[src/hdl/mpvs_pkg.sv]
// Shared types and constants for the matrix palette vertex skinning block.
// Used by the output queue and the top level; depends on nothing else.
`default_nettype none

package mpvs_pkg;

	localparam int BONE_COUNT_DEF = 256;
	localparam int BONE_WORDS_DEF = 12;

	localparam int DATA_W = 32;
	localparam int BONE_W = 8;
	localparam int WIDX_W = 4;
	localparam int BPV_W  = 3;
	localparam int ATTR_W = 2;
	localparam int PROD_W = 48;
	localparam int SUM_W  = 50;

	localparam logic OP_PALETTE   = 1'b0;
	localparam logic OP_INFLUENCE = 1'b1;

	localparam logic [ATTR_W-1:0] ATTR_POS = 2'd0;
	localparam logic [ATTR_W-1:0] ATTR_NRM = 2'd1;
	localparam logic [ATTR_W-1:0] ATTR_TAN = 2'd2;

	localparam logic [BPV_W-1:0] BPV_RESET = 3'd1;
	localparam logic [BPV_W-1:0] BPV_MIN   = 3'd1;
	localparam logic [BPV_W-1:0] BPV_MAX   = 3'd4;

	localparam logic [DATA_W-1:0] ONE_Q16 = 32'h0001_0000;

	typedef struct packed {
		logic [DATA_W-1:0] ox;
		logic [DATA_W-1:0] oy;
		logic [DATA_W-1:0] oz;
		logic [DATA_W-1:0] ow;
		logic [ATTR_W-1:0] attr;
	} res_t;

	// Clamp a wide signed value to the signed 32-bit range.
	function automatic logic signed [DATA_W-1:0] sat32(input logic signed [SUM_W-1:0] v);
		logic hi_ones;
		logic hi_zeros;
		hi_ones  = &v[SUM_W-2:DATA_W-1];
		hi_zeros = ~|v[SUM_W-2:DATA_W-1];
		if (!v[SUM_W-1] && !hi_zeros) begin
			sat32 = 32'sh7FFF_FFFF;
		end else if (v[SUM_W-1] && !hi_ones) begin
			sat32 = 32'sh8000_0000;
		end else begin
			sat32 = v[DATA_W-1:0];
		end
	endfunction

endpackage

`default_nettype wire

[src/hdl/mpvs_ofifo.sv]
// Two-entry result queue between the accumulator and the output channel.
// Depends on mpvs_pkg for the result record.
`default_nettype none

module mpvs_ofifo (
	input  wire logic           clk,
	input  wire logic           arst_n,
	input  wire logic           push,
	input  wire mpvs_pkg::res_t push_data,
	output logic                full,
	output logic                out_valid,
	input  wire logic           out_ready,
	output mpvs_pkg::res_t      out_data
);
	import mpvs_pkg::*;

	res_t       ent_q [2];
	logic       wr_q;
	logic       rd_q;
	logic [1:0] cnt_q;
	logic       pop;

	assign full      = (cnt_q == 2'd2);
	assign out_valid = (cnt_q != 2'd0);
	assign out_data  = ent_q[rd_q];
	assign pop       = out_valid && out_ready;

	always_ff @(posedge clk) begin
		if (push) begin
			ent_q[wr_q] <= push_data;
		end
	end

	always_ff @(posedge clk or negedge arst_n) begin
		if (!arst_n) begin
			wr_q  <= 1'b0;
			rd_q  <= 1'b0;
			cnt_q <= 2'd0;
		end else begin
			if (push) begin
				wr_q <= ~wr_q;
			end
			if (pop) begin
				rd_q <= ~rd_q;
			end
			case ({push, pop})
				2'b10:   cnt_q <= cnt_q + 2'd1;
				2'b01:   cnt_q <= cnt_q - 2'd1;
				default: cnt_q <= cnt_q;
			endcase
		end
	end

endmodule

`default_nettype wire

[config.mk]
export PLATFORM = sky130hd
export DESIGN_NAME = mpvs_ofifo
export DESIGN_NICKNAME = d
export VERILOG_FILES = /design/src/hdl/mpvs_pkg.sv /design/src/hdl/mpvs_ofifo.sv
export SDC_FILE = /design/constraint.sdc
export NUM_CORES = 1
export LEC_CHECK = 0
export ABC_CLOCK_PERIOD_IN_PS = 8350
export BUFFER_PORTS_ARGS = -buffer_cell sky130_fd_sc_hd__buf_4
export CORE_MARGIN = 3
export CORE_UTILIZATION = 43
export DETAILED_ROUTE_END_ITERATION = 10
export PLACE_DENSITY = 0.72
export SYNTH_ARGS = -nofsm -noshare
export SYNTH_HDL_FRONTEND = slang
export SYNTH_SLANG_ARGS = --single-unit
[constraint.sdc]
create_clock -name clk -period 8.35 [get_ports clk]
set_clock_uncertainty 0.15 [all_clocks]
set_input_delay 0.835 -clock clk [delete_from_list [all_inputs] [get_ports clk]]
set_output_delay 0.835 -clock clk [all_outputs]
set_load 0.02 [all_outputs]
# ---- Yosys cells after proc, flatten, opt, wreduce, memory -nomap -nowiden
# Memory sizes are Yosys's and may differ from the RTL's.
# Index checks and enable logic that the tools add are counted.
dict set report op_classes {
  addsub 2
  n_eq_ne 3
  mux 3
  n_bitwise 2
  reduce_logical 3
}
# op n
set op_table {}
lappend op_table {{$eq A2 B2 Y1 const B} 2}
lappend op_table {{$pmux W2 S2} 1}
lappend op_table {{$reduce_bool A2 Y1} 2}
lappend op_table {{$add A2 B1 Y2 const B} 1}
lappend op_table {{$eq A2 B1 Y1 const B} 1}
lappend op_table {{$mux W1} 2}
lappend op_table {{$not A1 Y1} 2}
lappend op_table {{$sub A2 B1 Y2 const B} 1}
lappend op_table {{$logic_and A1 B1 Y1} 1}
dict set report totals {
  ff_bits 4
  ram_bits 260
  input_bits 134
  out_inout_bits 132
  wordCells 17
  memories 1
}
# name words word_bits rd rd_clocked_by_memory_dff write_ports line_no
set memory_table {}
lappend memory_table {ent_q 2 130 1 0 1 mpvs_ofifo.sv:17} ;# res_t ent_q [2];

# ---- Depth between registers and ports, before layout
dict set report depth {
  depth_word 4
  ltp_mapped 6
}

# ---- Worst setup path before layout
# Ideal clock, no wire load.
dict set report synth_path {
  kind {input -> register}
  startpoint {input push}
  endpoint {memory ent_q[0][0] (netlist bit) (enable)}
  setup_ns 0.624
  t_arrival_ns 6.338
  required_time_ns 7.576
  path_slack_ns 1.238
  stages 2
  cell_sequence {inv_1 > nor2_1}
}
dict set report synth_via {
  elab_chain_cells 2
}
# element line_no
set synth_rtl {}
lappend synth_rtl {{start: declaration} mpvs_ofifo.sv:8} ;# input wire logic push,
lappend synth_rtl {{$mux W1} mpvs_ofifo.sv:29} ;# if (push) begin
lappend synth_rtl {{$mux W1 (not written as such)} mpvs_ofifo.sv:30} ;# ent_q[wr_q] <= push_data;
lappend synth_rtl {{end: declaration} mpvs_ofifo.sv:17}
# Every way passes these cells.

==> metrics.md <==
| Metric | Value |
|---|---|
| Status | `finished, final reports clean` |
| Hold Vio Cnt, Final | `0` |
| Drt total wl | `19000 um` |
| Starting density of the core | `43.8%` |
| Largest family of logic cells by synthesized area | `multiplexers` |
| Area grow syn2layout | `30.9%` |
| Yosys reg bits | `264` |
| Post-synthesis adder-cell area fraction | `0.126%` |
| Worst IR Drop VDD | `0.218 mV` |
| Diodes inserted | `0` |
| Clock Latency Late Sink | `0.51 ns` |
| Synth Area in Compound Gates | `0%` |
| # setup viols final | `0` |
| Xor/xnor share of the synthesized area | `0.440%` |
| R2R Path Start | `wr_q` |
| Number of port buffers | `265` |
| Min-delay worst type | `reg -> reg` |
| Crit path launch | `rd_q` |
| Top cells by area, synth | `edfxtp_1, mux2_4, mux2_2, buf_6, dfrtp_1` |
| Die width | `158 um` |
| Syn Nets | `557` |
| RePlAce Congestion | `0.755` |
| Yosys Warn Count | `0` |
| Asr flop ratio synth | `1.52%` |
| Reg2Reg Depth | `2` |
| Primary FF master, synth | `edfxtp_1` |
| Reg-to-reg endpoint | `ent_q[1][123]` |
| Number of global-route vias before repair | `5156` |
| Synth cell types | `15` |
| Startpoint Class | `flip-flop` |
| Lkg Pwr | `5.13 nW` |
| Top cells by count, synth | `edfxtp_1, mux2_4, mux2_2` |
| # IOs | `266` |
| Final TNS setup | `0 ns` |
| Cell type with the largest total area after synthesis | `edfxtp_1` |
| CTS H-Tree Depth | `1` |
| Pre-CTS setup slack | `5.13 ns` |
| Vias per cell | `4.79` |
| Clock sink count | `264` |
| Dpl cells | `962` |
| Fmax | `267 MHz` |
| First-pass GRT wire length | `28100 um` |
| CP Class | `reg -> out` |
| Area of the mapped netlist | `9950 um2` |
| Avg Synthesized Cell Area | `23.6 um2` |
| Router iterations before antenna repair | `4` |
| Drt wl/cell | `18.8 um` |
| Most common cell in the netlist | `edfxtp_1` |
| RSZ-0062 raised after global routing | `no` |
| R2R Setup Slk | `5.69 ns` |
| Post-Syn Instances | `422` |
| Initial antenna violation count | `0` |
| Fin crit period | `3.75 ns` |
| Critical Path AT | `2.76 ns` |
| Largest net degree at the start of global routing | `79` |
| Die height | `158 um` |
| Top cell type's share of synthesized area | `78.5%` |
| Cell Pwr Density | `352 nW/um2` |
| Crit Path Max Fanout | `58` |
| Max-capacitance violation count | `0` |
| Slew Limit Fails | `0` |
| Post-Layout Cell Count | `1012` |
| FP Rows | `55` |
| Worst setup path endpoint | `out_data[10]` |
| Worst Path Required | `7.36 ns` |
| EDFF count, synth | `260` |
| DRC viols | `0` |
| Resized cells post-CTS | `0` |
| Simple-gate share of the synthesized area | `0.327%` |
| GRT overflow | `0` |
| NumNets Final | `843` |
| Relative slew slack | `26.1%` |
| Crit end category | `output pin` |
| Multiplexer area fraction after synthesis | `18.1%` |
| Clock root cell | `clkbuf_16` |
| Clock transition at path regs | `0.06 ns` |
| Overall Global Routing Usage | `14.3%` |
| Share of layout cells above drive strength 1 | `60.8%` |
| Tcrit/Tclk final | `44.9%` |
| Initial drt markers | `234` |
| Slew @ Worst Pin | `1.11 ns` |
| Antenna violation net count after detailed routing | `0` |
| HPWL after DPL | `12700 um` |
| CTS tree | `done` |
| Setup ws final | `4.60 ns` |
| Seq/Total Area, Yosys | `79.5%` |
| Maximum root-to-sink buffer count | `3` |
| Routed vias | `4848` |
| Total core area | `22700 um2` |
| Die Area | `25000 um2` |
| TritonCTS buffer count | `28` |
kinds of logic after synthesis:
| group | count (synthesis) |
|---|---|
| buffers and inverters | 16 |
| and+or+nand+nor | 6 |
| muxes | 130 |
| xor gates and xnor gates | 5 |
| DFF | 264 |
| adders and majority gates | 1 |
layout make-up:
| cell class | count | area (um2) |
|---|---|---|
| timing repair buffer | 271 | 2040 |
| multi-input combinational | 142 | 1900 |
| clock buffer | 34 | 744 |
| fill | 1754 | 9680 |
| sequential | 264 | 7910 |
| tap | 285 | 357 |
| clock inverter | 15 | 72.6 |
| inverter | 1 | 3.75 |
cells in the final DEF (no fill, tap or decap):
cell,n
buf_4,270
edfxtp_1,260
mux2_4,90
mux2_2,40
clkbuf_16,29
clkinv_2,7
clkinv_1,6
clkbuf_1,5
xor2_1,3
dfrtp_1,3
xnor2_1,2
clkinvlp_4,2
or2_2,1
and2_1,1
and2_4,1
inv_1,1
nor2_4,1
nor2b_1,1
nor2_1,1
ha_1,1
dlygate4sd3_1,1
dfrtp_4,1
power breakdown:
group / internal (W) / switching [W]
registers: 0.00176 / 0.0000982
logic: 0.000795 / 0.000842
clock network: 0.000628 / 0.000463
stage by stage:
stage | total power, W | hold slack (ns) | utilization, % | cell area (um2)
detailed placement | 0.00355 | 0.325 | 53.7 | 12200
finish | 0.00459 | 0.333 | 57.4 | 13000
floorplan | 0.00301 | 0.298 | - | 9950
CTS | 0.00466 | 0.318 | 57.4 | 13000
global placement | 0.00351 | 0.317 | 53.7 | 12200
global route | 0.00481 | 0.312 | 57.4 | 13000
critical path, stage by stage, from the launching register on:
cell and delay [ns]:
dfrtp_4 0.76, buf_4 0.82, mux2_2 0.42, buf_4 0.16
sequential cells by signal, indices dropped and copies added, names as in the netlist:
register,cells
ent_q,260
rd_q,1
cnt_q,2
wr_q,1
metal layers:
metal	share of wire [%]	track usage (%)
met5	0	0
met3	8.6	4.81
met4	2.0	3.65
met1	39	18.0
met2	51	24.2
worst min-delay path by stage:
stage	from	to	slack, ns	depth (start not counted)
2_1_floorplan	cnt_q[1]	cnt_q[1]	0.30	1
3_3_place_gp	cnt_q[1]	cnt_q[1]	0.32	1
3_5_place_dp	cnt_q[1]	cnt_q[1]	0.32	1
4_1_cts	push_data[23]	ent_q[0][23]	0.32	1
5_1_grt	push_data[9]	ent_q[0][9]	0.31	1
6_report	cnt_q[1]	cnt_q[1]	0.33	1
what timing repair did:
item / 4_1_cts / 5_1_grt
buffers inserted: 0 / 0
hold endpoints to repair: 4 / 0
endpoints found under the setup margin: 0 / 0
hold buffers: 1 / 0
Power figures use the tool's default switching activity.
